`config.mk`:
```
export PLATFORM = sky130hd
export DESIGN_NAME = masme_ctrl
export DESIGN_NICKNAME = d
export VERILOG_FILES = /design/src/rtl/masme_pkg.sv /design/src/rtl/masme_ctrl.sv
export SDC_FILE = /design/constraint.sdc
export NUM_CORES = 1
export LEC_CHECK = 0
export BUFFER_PORTS_ARGS = -buffer_cell sky130_fd_sc_hd__buf_2
export CORE_AREA = 4 4 41 43
export DETAILED_ROUTE_END_ITERATION = 8
export DIE_AREA = 0 0 45 47
export GPL_ROUTABILITY_DRIVEN = 0
export SYNTH_ARGS = -nofsm -noshare
export SYNTH_HDL_FRONTEND = slang
export SYNTH_SLANG_ARGS = --single-unit
```
`constraint.sdc`:
```
create_clock -name clk -period 1.3 [get_ports clk]
set_input_delay 0 -clock clk [delete_from_list [all_inputs] [get_ports clk]]
set_output_delay 0 -clock clk [all_outputs]
set_load 0.1 [all_outputs]
```
`src/rtl/masme_pkg.sv`:
```
// ----------------------------------------------------------------------------
// masme_pkg
// shared types and codes of the matrix add, subtract and multiply engine
// ----------------------------------------------------------------------------
package masme_pkg;

  localparam int RES_W  = 40;
  localparam int ELEM_W = 16;
  localparam int REG_W  = 5;
  localparam int IDX_W  = 3;

  // operation codes
  localparam logic [1:0] OP_ADD = 2'd0;
  localparam logic [1:0] OP_SUB = 2'd1;
  localparam logic [1:0] OP_MUL = 2'd2;

  // result status codes
  localparam logic [1:0] STAT_OK       = 2'd0;
  localparam logic [1:0] STAT_MISMATCH = 2'd1;
  localparam logic [1:0] STAT_EARLY    = 2'd2;

  // register indexes
  localparam logic [IDX_W-1:0] REG_OP_MODE = 3'd0;
  localparam logic [IDX_W-1:0] REG_A_ROWS  = 3'd1;
  localparam logic [IDX_W-1:0] REG_A_COLS  = 3'd2;
  localparam logic [IDX_W-1:0] REG_B_ROWS  = 3'd3;
  localparam logic [IDX_W-1:0] REG_B_COLS  = 3'd4;

  typedef enum logic [2:0] {
    ST_IDLE,
    ST_DIV,
    ST_ISSUE,
    ST_DRAIN,
    ST_OUT_OK,
    ST_OUT_MISMATCH,
    ST_OUT_EARLY
  } state_t;

  typedef enum logic [1:0] {
    OUT_OK,
    OUT_MISMATCH,
    OUT_EARLY
  } out_kind_t;

  typedef struct packed {
    logic      load_elem;
    logic      read_start;
    logic      div_step;
    logic      mac_init;
    logic      issue;
    logic      out_load;
    out_kind_t out_kind;
  } ctrl_cmd_t;

  typedef struct packed {
    logic loaded_all;
    logic shape_ok;
    logic div_done;
    logic issue_last;
    logic pipe_busy;
    logic out_free;
  } dp_stat_t;

endpackage

```
`src/rtl/masme_ctrl.sv`:
```
// ----------------------------------------------------------------------------
// masme_ctrl
// sequencer: read decode, row divide, mac issue, drain and result hand-off
// ----------------------------------------------------------------------------
module masme_ctrl
  import masme_pkg::*;
(
  input  logic      clk,
  input  logic      rst,
  input  logic      in_valid,
  input  logic      req_type,
  input  dp_stat_t  stat,
  output logic      in_stall,
  output ctrl_cmd_t cmd
);

  state_t state, state_next;
  logic   accept;

  assign accept = in_valid && (state == ST_IDLE);

  always_ff @(posedge clk) begin
    if (rst) begin
      state <= ST_IDLE;
    end else begin
      state <= state_next;
    end
  end

  always_comb begin
    state_next = state;
    unique case (state)
      ST_IDLE: begin
        if (accept && req_type) begin
          priority if (!stat.loaded_all) state_next = ST_OUT_EARLY;
          else if (!stat.shape_ok)       state_next = ST_OUT_MISMATCH;
          else                           state_next = ST_DIV;
        end
      end
      ST_DIV:          if (stat.div_done) state_next = ST_ISSUE;
      ST_ISSUE:        if (stat.issue_last) state_next = ST_DRAIN;
      ST_DRAIN:        if (!stat.pipe_busy) state_next = ST_OUT_OK;
      ST_OUT_OK,
      ST_OUT_MISMATCH,
      ST_OUT_EARLY:    if (stat.out_free) state_next = ST_IDLE;
      default:         state_next = ST_IDLE;
    endcase
  end

  always_comb begin
    in_stall       = (state != ST_IDLE);
    cmd            = '0;
    cmd.out_kind   = OUT_OK;
    unique case (state)
      ST_IDLE: begin
        cmd.load_elem  = accept && !req_type;
        cmd.read_start = accept && req_type;
      end
      ST_DIV: begin
        cmd.div_step = !stat.div_done;
        cmd.mac_init = stat.div_done;
      end
      ST_ISSUE: cmd.issue = 1'b1;
      ST_DRAIN: cmd = '0;
      ST_OUT_OK: begin
        cmd.out_load = stat.out_free;
        cmd.out_kind = OUT_OK;
      end
      ST_OUT_MISMATCH: begin
        cmd.out_load = stat.out_free;
        cmd.out_kind = OUT_MISMATCH;
      end
      ST_OUT_EARLY: begin
        cmd.out_load = stat.out_free;
        cmd.out_kind = OUT_EARLY;
      end
      default: cmd = '0;
    endcase
  end

endmodule

```
==> reports/metrics.cfg <==
[synth]
synth-seq-cells = 3
synth_top_area_share = 0.195
synth-edff-count = 0
syn_inst = 41
synth_nets = 51
synth_common_cells = nand2_1 (5), nor2_1 (5), a21oi_1 (3), and3_1 (3), dfxtp_1 (3)
mappedNetlistArea_sq_um = 308
synthFlopType = dfxtp_1
yosysWarningCount = 0
synth_cell_type_count = 23
synth_area_per_cell_sq_um = 7.51
ys_async_sr_fraction = 0
yosysSeqAreaShare = 0.195
yosysTopAreaCell = dfxtp_1
yosys-top-cells-area = dfxtp_1 (20%), a32oi_4 (8.9%), and3_1 (6.1%), nand2_1 (6.1%), nor2_1 (6.1%)

[floorplan]
io_pins = 19
num_rows = 13
fp.dieH_um = 47
core_sq_um = 1300
dieArea_sq_um = 2120
start_util = 0.237
dieWidth_um = 45

[cts]
cts_root_buffer = clkbuf_4
clock_sinks = 3
numCtsBuffers = 3
clk_pin_slew_ns = 0.04
cts_max_level = 1
cts_tree = built
cts_setup_buffers = 0
clk_latency_ns = 0.23
max-clock-path-buffers = 2

[global_route]
grt-ovfl-total = 0
grt_pass1_vias = 412
antenna_found_initial = 0
grt_max_degree = 10
grt_pass1_wl_um = 1640
track_usage = 0.105

[setup_path]
reg2reg_depth = 4
endpoint = cmd[4]
worst_r2r_startpoint = state[0]
critPathLaunchType = flip-flop
r2r-end = state[0]
crit_path_start = state[1]
required_ns = 1.30
worst-setup-path-type = reg -> out
reg2reg_slack_ns = 0.08
crit_arrival_ns = 1.27
cp-end-kind = output port
cp_max_fo = 6

[timing]
skew_ns = 0.00109
rsz0062_at_grt = true
slew_violations = 0
timing.final.ws_setup_ns = 0.0338
finalHoldViolCount = 0
relSlewSlack = 0.828
max_freq_ghz = 0.790
setup_tns_ns = 0
period_minus_slack_ns = 1.27
min_period_over_period = 0.974
setup_violations = 0
tightest_slew_ns = 0.256

[power]
p_leak_nw = 0.292
power_w = 0.00124
ir_drop_mv = 1.34
p_per_area_nw_per_um2 = 1780

[finish]
nNetsFinal = 78
final_cells = 82
largest_reg_flops = 3
reg_top3 = state: 3 flops
antenna_cells = 0
fin_util = 0.535
syn_to_final_growth_pct = 126
drive_above_1_share = 0.642
top_register = state

[route]
drtIter0Drc = 6
wl_um = 1020
drc = 0
wl_per_cell_um = 12.4
drt_pre_antenna_iters = 4
drtAntennaViolNets = 0
vias = 393
viasPerCell = 4.79

[outcome]
outcome = finished clean

[min_path]
hold_path.class = in -> reg

[placement]
post-place-ws_ns = -0.000971
hpwl_um = 794
dp_cells = 77
port_buffers = 18

[run]
cap_violations = 0

==> cell type report <==
class / instances / area, sq um
Fill cell: 125 / 606
Multi-Input combinational cell: 33 / 294
Timing Repair Buffer: 25 / 284
Tap cell: 15 / 18.8
Sequential cell: 3 / 65.1
Clock buffer: 4 / 26.3
Inverter: 2 / 7.51
==> power by group <==
group | leakage [nW] | internal (W) | switching, W
combinational | 0.252 | 0.000352 | 0.000565
sequential | 0.0257 | 0.000118 | 0.0000425
clock | 0.0150 | 0.000115 | 0.0000443
==> critical path, stage by stage, from the launching register on <==
cell	delay [ns]
dfxtp_2	0.34
buf_4	0.16
nor4b_4	0.32
buf_12	0.21
==> cell families (layout without fill, tap and decap cells) <==
| group | Yosys count | count (layout) | share of synthesized area |
|---|---|---|---|
| AOI/OAI and AO/OA | 9 | 9 | 0.268 |
| buffers and inverters | 5 | 31 | 0.0894 |
| DFF | 3 | 3 | 0.195 |
| and+or+nand+nor | 24 | 24 | 0.447 |
==> worst min path at each step <==
| stage | to | cells past startpoint | start | slack [ns] |
|---|---|---|---|---|
| detailed placement | state[1] | 2 | rst | 0.21 |
| global placement | state[2] | 2 | rst | 0.22 |
| CTS | state[1] | 4 | stat[5] | 0.13 |
| finish | state[1] | 4 | stat[5] | 0.13 |
| global route | state[1] | 4 | stat[5] | 0.16 |
| floorplan | state[1] | 1 | rst | 0.07 |
==> cells in the final DEF, fill, tap and decap left out, types with 2 or more instances in the layout <==
| cell type | netlist | layout |
|---|---|---|
| nor3b_4 | 0 | 2 |
| a21oi_1 | 3 | 3 |
| buf_12 | 0 | 9 |
| buf_4 | 0 | 5 |
| buf_2 | 1 | 9 |
| nand2_1 | 5 | 4 |
| nor2_1 | 5 | 4 |
| clkbuf_4 | 0 | 3 |
| and3_2 | 0 | 3 |
==> layer usage <==
metal | up-vias | GRT usage | wire length (um)
li1 | 202 | - | -
met2 | 11 | 0.195 | 521
met3 | 0 | 0.0345 | 58
met1 | 180 | 0.111 | 437
met4 | 0 | 0.0351 | 0
met5 | - | 0 | 0
==> per-stage QoR <==
step,hold WS [ns],area (sq um)
3_3_place_gp,0.217,642
3_5_place_dp,0.209,642
4_1_cts,0.127,691
5_1_grt,0.162,696
6_report,0.133,696
2_1_floorplan,0.0653,389
==> timing repair <==
item                                    4_1_cts  5_1_grt
resized for setup                             5        2
endpoints found under the hold margin         2        0
endpoints found under the setup margin        8        7
pin swaps                                     0        1
hold buffers                                  1        0
Power figures use the tool's default switching activity.
